`config.mk`:
```
export PLATFORM = sky130hd
export DESIGN_NAME = http_chunked_body_decoder
export DESIGN_NICKNAME = d
export VERILOG_FILES = /design/src/sv/chbd_pkg.sv /design/src/sv/chbd_fsm.sv /design/src/sv/chbd_out_reg.sv /design/src/sv/http_chunked_body_decoder.sv
export SDC_FILE = /design/constraint.sdc
export NUM_CORES = 1
export LEC_CHECK = 0
export ABC_CLOCK_PERIOD_IN_PS = 3800
export BUFFER_PORTS_ARGS = -buffer_cell sky130_fd_sc_hd__clkbuf_2
export CAP_MARGIN = 10
export CORE_AREA = 2 2 85 87
export DETAILED_ROUTE_END_ITERATION = 10
export DIE_AREA = 0 0 87 89
export GPL_TIMING_DRIVEN = 0
export PLACE_DENSITY = 0.72
export SYNTH_ARGS = -nofsm -noshare
export SYNTH_HDL_FRONTEND = slang
export SYNTH_SLANG_ARGS = --single-unit
```
`constraint.sdc`:
```
create_clock -name clk -period 3.8 [get_ports clk]
set_input_delay 0.76 -clock clk [delete_from_list [all_inputs] [get_ports clk]]
set_output_delay 0.76 -clock clk [all_outputs]
set_load 0.05 [all_outputs]
```
`src/sv/chbd_pkg.sv`:
```
package chbd_pkg;

  typedef enum logic [2:0] {
    PH_SIZE   = 3'd0,
    PH_SKIPLF = 3'd1,
    PH_DATA   = 3'd2,
    PH_TRAIL1 = 3'd3,
    PH_TRAIL2 = 3'd4,
    PH_DONE   = 3'd5,
    PH_HALT   = 3'd6
  } phase_t;

  localparam logic [7:0] CH_CR     = 8'h0D;
  localparam logic [7:0] CH_ZERO   = 8'h30;
  localparam logic [7:0] CH_NINE   = 8'h39;
  localparam logic [7:0] CH_UP_A   = 8'h41;
  localparam logic [7:0] CH_UP_F   = 8'h46;
  localparam logic [7:0] CH_LO_A   = 8'h61;
  localparam logic [7:0] CH_LO_F   = 8'h66;
  localparam logic [3:0] HEX_TEN   = 4'd10;

  typedef struct packed {
    logic       valid;
    logic [7:0] data;
    logic       last;
    logic       done;
    logic       bad;
  } res_t;

  typedef struct packed {
    logic       ok;
    logic [3:0] val;
  } hex_t;

  // Digits and either letter case are accepted; anything else comes back with ok low.
  function automatic hex_t hex_decode(input logic [7:0] ch);
    hex_t h;
    h.ok  = 1'b1;
    h.val = 4'd0;
    if (ch >= CH_ZERO && ch <= CH_NINE) begin
      h.val = 4'(ch - CH_ZERO);
    end else if (ch >= CH_UP_A && ch <= CH_UP_F) begin
      h.val = 4'(ch - CH_UP_A) + HEX_TEN;
    end else if (ch >= CH_LO_A && ch <= CH_LO_F) begin
      h.val = 4'(ch - CH_LO_A) + HEX_TEN;
    end else begin
      h.ok = 1'b0;
    end
    return h;
  endfunction

endpackage

```
`src/sv/chbd_fsm.sv`:
```
module chbd_fsm #(
  parameter int SIZE_BITS = 32
) (
  input  logic              clk,
  input  logic              rst_n,
  input  logic              step,
  input  logic [7:0]        byte_in,
  output chbd_pkg::res_t    res
);

  chbd_pkg::phase_t     phase_r, phase_nxt;
  logic [SIZE_BITS-1:0] count_r, count_nxt;
  logic [SIZE_BITS-1:0] count_dec;
  chbd_pkg::hex_t       hx;

  assign hx        = chbd_pkg::hex_decode(byte_in);
  assign count_dec = count_r - SIZE_BITS'(1);

  // next state
  always_comb begin
    phase_nxt = phase_r;
    count_nxt = count_r;
    case (phase_r)
      chbd_pkg::PH_SIZE: begin
        if (byte_in == chbd_pkg::CH_CR) begin
          phase_nxt = (count_r == '0) ? chbd_pkg::PH_DONE : chbd_pkg::PH_SKIPLF;
        end else if (!hx.ok) begin
          phase_nxt = chbd_pkg::PH_HALT;
        end else begin
          count_nxt = {count_r[SIZE_BITS-5:0], hx.val};
        end
      end
      chbd_pkg::PH_SKIPLF: phase_nxt = chbd_pkg::PH_DATA;
      chbd_pkg::PH_DATA: begin
        count_nxt = count_dec;
        if (count_dec == '0) phase_nxt = chbd_pkg::PH_TRAIL1;
      end
      chbd_pkg::PH_TRAIL1: phase_nxt = chbd_pkg::PH_TRAIL2;
      chbd_pkg::PH_TRAIL2: begin
        phase_nxt = chbd_pkg::PH_SIZE;
        count_nxt = '0;
      end
      chbd_pkg::PH_DONE: phase_nxt = chbd_pkg::PH_DONE;
      default: phase_nxt = chbd_pkg::PH_HALT;
    endcase
  end

  // result for the current item
  always_comb begin
    res = '0;
    case (phase_r)
      chbd_pkg::PH_SIZE: begin
        if (byte_in == chbd_pkg::CH_CR) begin
          res.valid = (count_r == '0);
          res.done  = (count_r == '0);
        end else if (!hx.ok) begin
          res.valid = 1'b1;
          res.bad   = 1'b1;
        end
      end
      chbd_pkg::PH_DATA: begin
        res.valid = 1'b1;
        res.data  = byte_in;
        res.last  = (count_dec == '0);
      end
      default: res = '0;
    endcase
  end

  always_ff @(posedge clk) begin
    if (!rst_n) begin
      phase_r <= chbd_pkg::PH_SIZE;
      count_r <= '0;
    end else if (step) begin
      phase_r <= phase_nxt;
      count_r <= count_nxt;
    end
  end

`ifndef SYNTHESIS
  a_quiet_after_end: assert property (@(posedge clk) disable iff (!rst_n)
    step && (phase_r == chbd_pkg::PH_DONE || phase_r == chbd_pkg::PH_HALT) |-> !res.valid)
    else $error("result emitted after body end or halt");

  a_last_to_trail: assert property (@(posedge clk) disable iff (!rst_n)
    step && res.last |=> phase_r == chbd_pkg::PH_TRAIL1 && count_r == '0)
    else $error("chunk end did not enter trailer");

  a_data_nonzero: assert property (@(posedge clk) disable iff (!rst_n)
    phase_r == chbd_pkg::PH_DATA |-> count_r != '0)
    else $error("payload phase with zero count");
`endif

endmodule

```
`src/sv/chbd_out_reg.sv`:
```
module chbd_out_reg (
  input  logic           clk,
  input  logic           rst_n,
  input  logic           load,
  input  chbd_pkg::res_t res,
  input  logic           out_tready,
  output logic           out_tvalid,
  output logic [7:0]     out_tdata,
  output logic           out_tlast,
  output logic [1:0]     out_tuser
);

  logic       valid_r;
  logic [7:0] data_r;
  logic       last_r;
  logic [1:0] user_r;

  always_ff @(posedge clk) begin
    if (!rst_n) begin
      valid_r <= 1'b0;
    end else if (load) begin
      valid_r <= res.valid;
    end else if (out_tready) begin
      valid_r <= 1'b0;
    end
  end

  always_ff @(posedge clk) begin
    if (load) begin
      data_r <= res.data;
      last_r <= res.last;
      user_r <= {res.bad, res.done};
    end
  end

  assign out_tvalid = valid_r;
  assign out_tdata  = data_r;
  assign out_tlast  = last_r;
  assign out_tuser  = user_r;

endmodule

```
`src/sv/http_chunked_body_decoder.sv`:
```
// Path: an accepted byte is held in the input register; the step that takes it loads its
// result into the result register, and a result still held there stalls that step.
// Throughput: one byte per cycle unless the output stalls; phase and count update on each step.
// Bytes that cause no result still take a step in the step stage.
// Reset (rst_n low, synchronous): empties both registers, phase to size line,
// count to zero.
module http_chunked_body_decoder #(
  parameter int SIZE_BITS = 32
) (
  input  logic       clk,
  input  logic       rst_n,
  input  logic       in_tvalid,
  output logic       in_tready,
  input  logic [7:0] in_tdata,   // [7:0] in_byte
  output logic       out_tvalid,
  input  logic       out_tready,
  output logic [7:0] out_tdata,  // [7:0] data_byte
  output logic       out_tlast,  // chunk_last
  output logic [1:0] out_tuser   // [0] body_done, [1] bad_size
);

  logic           in_valid_r;
  logic [7:0]     in_byte_r;
  logic           step;
  chbd_pkg::res_t res;

  // step the decoder when a byte is held and the result register can take it
  assign step      = in_valid_r && (!out_tvalid || out_tready);
  assign in_tready = !in_valid_r || step;

  always_ff @(posedge clk) begin
    if (!rst_n) begin
      in_valid_r <= 1'b0;
    end else if (in_tready) begin
      in_valid_r <= in_tvalid;
    end
  end

  always_ff @(posedge clk) begin
    if (in_tready && in_tvalid) in_byte_r <= in_tdata;
  end

  chbd_fsm #(.SIZE_BITS(SIZE_BITS)) u_fsm (
    .clk     (clk),
    .rst_n   (rst_n),
    .step    (step),
    .byte_in (in_byte_r),
    .res     (res)
  );

  chbd_out_reg u_out (
    .clk        (clk),
    .rst_n      (rst_n),
    .load       (step),
    .res        (res),
    .out_tready (out_tready),
    .out_tvalid (out_tvalid),
    .out_tdata  (out_tdata),
    .out_tlast  (out_tlast),
    .out_tuser  (out_tuser)
  );

endmodule
```
# ---- Word level (Yosys, flattened, before mapping)
# Index checks and enable logic that the tools add are counted.
dict set report word_totals {
  word_cells 69
  input_bits 12
  output_inout_bits 13
  reg_bits 56
}
dict set report classes {
  eq_ne 10
  n_lt_le_gt_ge 6
  add_sub_neg 6
  muxes 19
  bitwise_logic 1
  n_reduce_logical 18
}
# op count
set op_table {}
lappend op_table {{one-hot mux 32 bit (3 select lines)} 1}
lappend op_table {{logical NOT 32 bit} 2}
lappend op_table {{2-to-1 mux 32 bit} 2}
lappend op_table {{subtractor 32 x 1 -> 32 bit (second input constant)} 1}
lappend op_table {{one-hot mux 3 bit (6 select lines)} 1}
lappend op_table {{greater-or-equal comparator 8 x 7 -> 1 bit (second input constant)} 2}
lappend op_table {{<= comparator 8 x 7 -> 1 bit (second input constant)} 2}
lappend op_table {{2-to-1 mux 3 bit} 4}
lappend op_table {{2-to-1 mux 4 bit} 3}
lappend op_table {{subtractor 4 x 1 -> 4 bit (second input constant)} 3}
lappend op_table {{adder 4 bit (second input constant)} 2}
lappend op_table {{== test 8 x 4 -> 1 bit (second input constant)} 1}
lappend op_table {{greater-or-equal comparator 8 x 6 -> 1 bit (second input constant)} 1}
lappend op_table {{<= comparator 8 x 6 -> 1 bit (second input constant)} 1}
lappend op_table {{2-to-1 mux 1 bit} 7}
lappend op_table {{== test 3 x 2 -> 1 bit (second input constant)} 2}
lappend op_table {{== test 3 bit (second input constant)} 2}
lappend op_table {{logical AND 1 bit} 5}
lappend op_table {{!= test 2 x 1 -> 1 bit (second input constant)} 2}
lappend op_table {{AND reduction 4 bit} 1}
lappend op_table {{== test 3 x 1 -> 1 bit (second input constant)} 1}
lappend op_table {{logical NOT 3 bit} 1}
lappend op_table {{!= test 3 bit (second input constant)} 1}
lappend op_table {{AND reduction 3 bit} 1}
lappend op_table {{9 further kinds} 11}

# ---- Logic depth before layout (Yosys ltp)
dict set report depth {
  depth_word 9
  ltp_mapped 11
  ltp_nobuf 9
}

# ---- Hierarchy
# Synthesis repeated with hierarchy kept, for this count alone.
dict set report unflattened {
  cells_unflattened 442
  hier_area_um2 3644.7
}
# module seq_area_each_um2 area_per_inst_um2 cells_each instances
set modules_own_cells {}
lappend modules_own_cells {chbd_fsm 700.7 2957.8 413 1}
lappend modules_own_cells {chbd_out_reg 350.3 371.6 14 1}
lappend modules_own_cells {http_chunked_body_decoder 260.2 315.3 15 1}

# ---- Least setup slack after synthesis
# OpenSTA, ideal clock, no wires.
dict set report synth_timing {
  path_kind {register -> register}
  startpoint {reg u_fsm.count_r[0]}
  endpoint {reg u_fsm.phase_r[2]}
  stages_incl_launch_ff 12
  required_time_ns 3.741
  arrival_ns 2.702
  path_buffers 2
  period_less_slack_ns 2.760
  slack_ns 1.040
  setup_time_ns 0.059
  cell_sequence {dfxtp_1 inv_1 ha_1 or3b_1 clkbuf_4 or4_4 buf_6 o41ai_2 o211ai_1 nor4_2 a41o_1 o211a_1}
}
dict set report synth_via {
  elab_chain_len 4
  elab_cells_between_ends 8
  cone_classes {add/sub: 1; eq/ne: 1; mux: 3; reduce/logical: 3}
}
# item line_no
set synth_rtl {}
lappend synth_rtl {{start: declaration} chbd_fsm.sv:12} ;# logic [SIZE_BITS-1:0] count_r, count_nxt;
lappend synth_rtl {{start signal: assignment} chbd_fsm.sv:76} ;# count_r <= count_nxt;
lappend synth_rtl {{subtractor 32 x 1 -> 32 bit or logical NOT 32 bit (tied branches)} {chbd_fsm.sv:17, chbd_fsm.sv:26}}
lappend synth_rtl {{logical NOT 32 bit or 2-to-1 mux 3 bit (tied branches)} {chbd_fsm.sv:36, chbd_fsm.sv:26}}
lappend synth_rtl {{!= test 2 x 1 -> 1 bit (no line) or 2-to-1 mux 3 bit (tied branches)} -}
lappend synth_rtl {{AND reduction 3 bit (no line) or one-hot mux 3 bit (6 select lines) (tied branches)} -}
lappend synth_rtl {{end signal: assignment} chbd_fsm.sv:72} ;# phase_r <= chbd_pkg::PH_SIZE;
lappend synth_rtl {{end signal: assignment} chbd_fsm.sv:75} ;# phase_r <= phase_nxt;
lappend synth_rtl {{end: declaration} chbd_fsm.sv:11} ;# chbd_pkg::phase_t phase_r, phase_nxt;
# Several ways; a longest one is shown, not always the timed one.
# A chain may end at the register's enable or synchronous reset.

# ---- Worst setup path in the final report
dict set report layout_timing {
  startpoint {reg in_byte_r[1]}
  endpoint {reg u_fsm.count_r[3]}
}
dict set report layout_via {
  elab_chain_len 8
  elab_cells_between_ends 27
  cone_classes {add/sub: 5; order compare: 6; eq/ne: 3; mux: 9; reduce/logical: 4}
}
# item line_no
set layout_rtl {}
lappend layout_rtl {{start: declaration} http_chunked_body_decoder.sv:23} ;# logic [7:0] in_byte_r;
lappend layout_rtl {{start signal: assignment} http_chunked_body_decoder.sv:40} ;# if (in_tready && in_tvalid) in_byte_r <= in_tdata;
lappend layout_rtl {{subtractor 4 x 1 -> 4 bit (tied with other cells)} {chbd_pkg.sv:43, chbd_pkg.sv:45}}
lappend layout_rtl {{adder 4 bit or logical AND 1 bit (tied branches)} {chbd_pkg.sv:43, chbd_pkg.sv:45, chbd_pkg.sv:44}}
lappend layout_rtl {{2-to-1 mux 4 bit} chbd_pkg.sv:44} ;# end else if (ch >= CH_LO_A && ch <= CH_LO_F) begin
lappend layout_rtl {{2-to-1 mux 4 bit} chbd_pkg.sv:42} ;# end else if (ch >= CH_UP_A && ch <= CH_UP_F) begin
lappend layout_rtl {{2-to-1 mux 4 bit} chbd_pkg.sv:40} ;# if (ch >= CH_ZERO && ch <= CH_NINE) begin
lappend layout_rtl {{2-to-1 mux 32 bit} chbd_fsm.sv:27} ;# end else if (!hx.ok) begin
lappend layout_rtl {{2-to-1 mux 32 bit} chbd_fsm.sv:25} ;# if (byte_in == chbd_pkg::CH_CR) begin
lappend layout_rtl {{one-hot mux 32 bit (3 select lines)} chbd_fsm.sv:23} ;# case (phase_r)
# Several ways; a longest one is shown, not always the timed one. The select of a mux whose other input is x is not followed.

==> results.md <==
- Outcome: finished clean
- Die area: 0.00774 mm^2
- Via/cell ratio: 6.64
- Worst hold path endpoint: in_valid_r$_SDFFE_PN0N_
- Unrepaired setup endpoints after global routing: no
- Nets: 487
- Worst vdd ir: 0.183 mV
- Horiz. Die Dim: 87 um
- Worst Hold Path Cells: 2
- Drt initial violations: 304
- CTS max path bufs: 2
- CTS Buf Count: 5
- Mapped Cells: 439
- Tot Pwr: 1.61 mW
- Hold Crit Class: reg2reg
- Hold slack: 569 ps
- Ports: 25
- Fin crit period: 3440 ps
- Crit start category: flip-flop
- WL final: 11100 um
- Slew @ Worst Pin: 931 ps
- H-tree levels: 2
- Fill count: 618
- Maxcap violations: 0
- GRT Resource Usage Total: 0.293
- Antenna cells: 0
- Root Driver: clkbuf_8
- DRT Pass-1 Iters: 5
- Setup TNS: 0 ps
- Syn Nets: 457
- PwrDens: 408 mW/mm^2
- Vias in the first global route: 3252
- WS Path Type: reg2reg
- Worst Path Required: 4040 ps
- Final ANT Viol Nets: 0
- Clock skew: 11.3 ps
- CTS tree: built
- Hpwl dp: 7720 um
- Clock Latency Late Sink: 330 ps
- Seq/Total Area, Yosys: 0.361
- RR Startpoint: in_byte_r[1]$_DFFE_PP_
- Yosys top cell area share: 0.204
- Average wire per standard cell: 20.1 um
- FMAX: 0.291 GHz
- Reg2Reg Depth: 10
- Hold Fails Final Rpt: 0
- Largest net degree at the start of global routing: 20
- CTS resizes: 0
- DR DRC count: 0
- Top cells by count, synth: nand2_1, dfxtp_1, o21ai_0
- Setup repair bufs after CTS: 0
- Mapped Avg Cell Area: 8.28 um^2
- Hold Buf Count CTS: 0
- Mapped Area: 0.00363 mm^2
- Ys flop type: dfxtp_1
- Setup Viol. Count Final: 0
- Post-synth top area cell: dfxtp_1
- Initial antenna violation count: 0
- Period utilisation layout: 0.905
- Fraction of layout cells with a size suffix above 1: 0.119
- Yosys Warn Count: 0
- Count of cell types in the netlist: 61
- Die Height: 89 um
- Ys async rst share: 0
- Global-route wire length before repair: 17300 um
- Synth-to-Final Area Change: 8.51%
- Post-synth EDFFs: 19
- Slew HR: 0.379
- Vias: 3653
- Core box area: 0.00672 mm^2
- FF-to-FF End: u_fsm.count_r[3]$_SDFFE_PN0P_
- Row count: 30
- IO Port Bufs: 23
- Synth area leaders: dfxtp_1, edfxtp_1, nand2_1
- GRT overflow: 0
- Register bit count reported by yosys: 56
- Leakage: 1.56 nW
- Hold_sp: in_valid_r$_SDFFE_PN0N_
- Top-count cell post-synth: nand2_1
- Clock transition at path regs: 110 ps
- Starting Density: 0.541
- Fin. max-slew vios: 0
- Reg2Reg Setup Slack: 360 ps
- Crit path DAT: 3680 ps
- Max Fanout on Critical Path: 10
- Global placer's final weighted congestion: 0.965
- Sink Count: 56
- Endpoint type of the worst setup path: flip-flop
placed cells by master (no fill, tap or decap), types with 5 or more instances in the layout:
master     n
a21oi_1   11
a22oi_1   20
and2_1     5
and3_1     7
buf_2      8
clkbuf_1  30
clkbuf_2  23
clkbuf_8   5
dfxtp_1   37
edfxtp_1  19
ha_1       6
inv_1      6
nand2_1   46
nand2b_1   7
nand3_1    6
nand4_1   10
nor2_1    29
nor2b_1   21
nor3_1    17
nor4_1    12
o211a_1   11
o211ai_1  10
o21ai_0   34
o31ai_1    7
or3_1      5
or4_1      7
xnor2_1    7
xor2_1     7
cell families (layout without fill, tap and decap cells):
family | Yosys count | in the layout | synth area share
xor+xnor | 14 | 14 | 0.0337
flops | 56 | 56 | 0.361
simple gates | 195 | 195 | 0.292
fa+ha+maj | 6 | 6 | 0.0207
buf+inv | 45 | 76 | 0.0523
compound gates | 123 | 123 | 0.240
worst max-delay path by stage:
stage | start | end | slack, ps | cells after the start
3_5_place_dp | in_byte_r[1]$_DFFE_PP_ | u_fsm.count_r[3]$_SDFFE_PN0P_ | 150 | 10
3_3_place_gp | in_byte_r[1]$_DFFE_PP_ | u_fsm.count_r[9]$_SDFFE_PN0P_ | 200 | 10
6_report | in_byte_r[1]$_DFFE_PP_ | u_fsm.count_r[3]$_SDFFE_PN0P_ | 360 | 10
4_1_cts | in_byte_r[1]$_DFFE_PP_ | u_fsm.count_r[3]$_SDFFE_PN0P_ | 110 | 10
5_1_grt | in_byte_r[1]$_DFFE_PP_ | u_fsm.count_r[31]$_SDFFE_PN0P_ | 140 | 10
2_1_floorplan | u_fsm.count_r[0]$_SDFFE_PN0P_ | u_fsm.phase_r[2]$_SDFFE_PN0P_ | 1040 | 11
where the power goes:
part	leakage [nW]	switching, mW	internal, mW	total, mW
Combinational	1.03	0.381	0.209	0.590
Sequential	0.483	0.0252	0.648	0.673
Clock	0.0414	0.214	0.132	0.346
Total	1.56	0.621	0.989	1.61
state kept, by name, summed over array words and instances, names as in the netlist:
name	cells
in_byte_r	8
in_valid_r	1
u_fsm.count_r	32
u_fsm.phase_r	3
u_out.out_tdata	8
u_out.out_tlast	1
u_out.out_tuser	2
u_out.out_tvalid	1
per-layer routing:
layer | share of wire | vias up | GRT usage
met1 | 0.45 | 1732 | 0.419
li1 | - | 1708 | -
met5 | 0 | - | 0
met4 | 0.034 | 0 | 0.135
met2 | 0.45 | 179 | 0.445
met3 | 0.070 | 34 | 0.0351
critical path, stage by stage, from the launching register on:
cell       delay [ps]
edfxtp_1          470
inv_1             150
ha_1              220
o21bai_1          100
a2111oi_2         740
nor2_1            170
a21oi_2           500
buf_2             350
buf_2             310
o21ai_0           120
a21boi_0          210
area by class of cell:
class / count / area [um^2] / area share
Buffer: 39 / 168 / 0.0425
Clock buffer: 6 / 72.6 / 0.0184
Clock inverter: 2 / 16.3 / 0.00413
Inverter: 6 / 22.5 / 0.00571
Multi-Input combinational cell: 338 / 2140 / 0.542
Sequential cell: 56 / 1310 / 0.333
Tap cell: 80 / 100 / 0.0254
Timing Repair Buffer: 23 / 115 / 0.0292
per-stage QoR:
step                      std cells  utilization  instance area, um^2  setup slack (ps)
after floorplan                 439            -                 3630              1040
after global placement          542        0.573                 3850               202
after detailed placement        542        0.573                 3850               150
after CTS                       550        0.586                 3940               112
after global routing            550        0.587                 3940               143
final                           550        0.587                 3940               359
No activity file was read; power rests on OpenSTA's default activity.
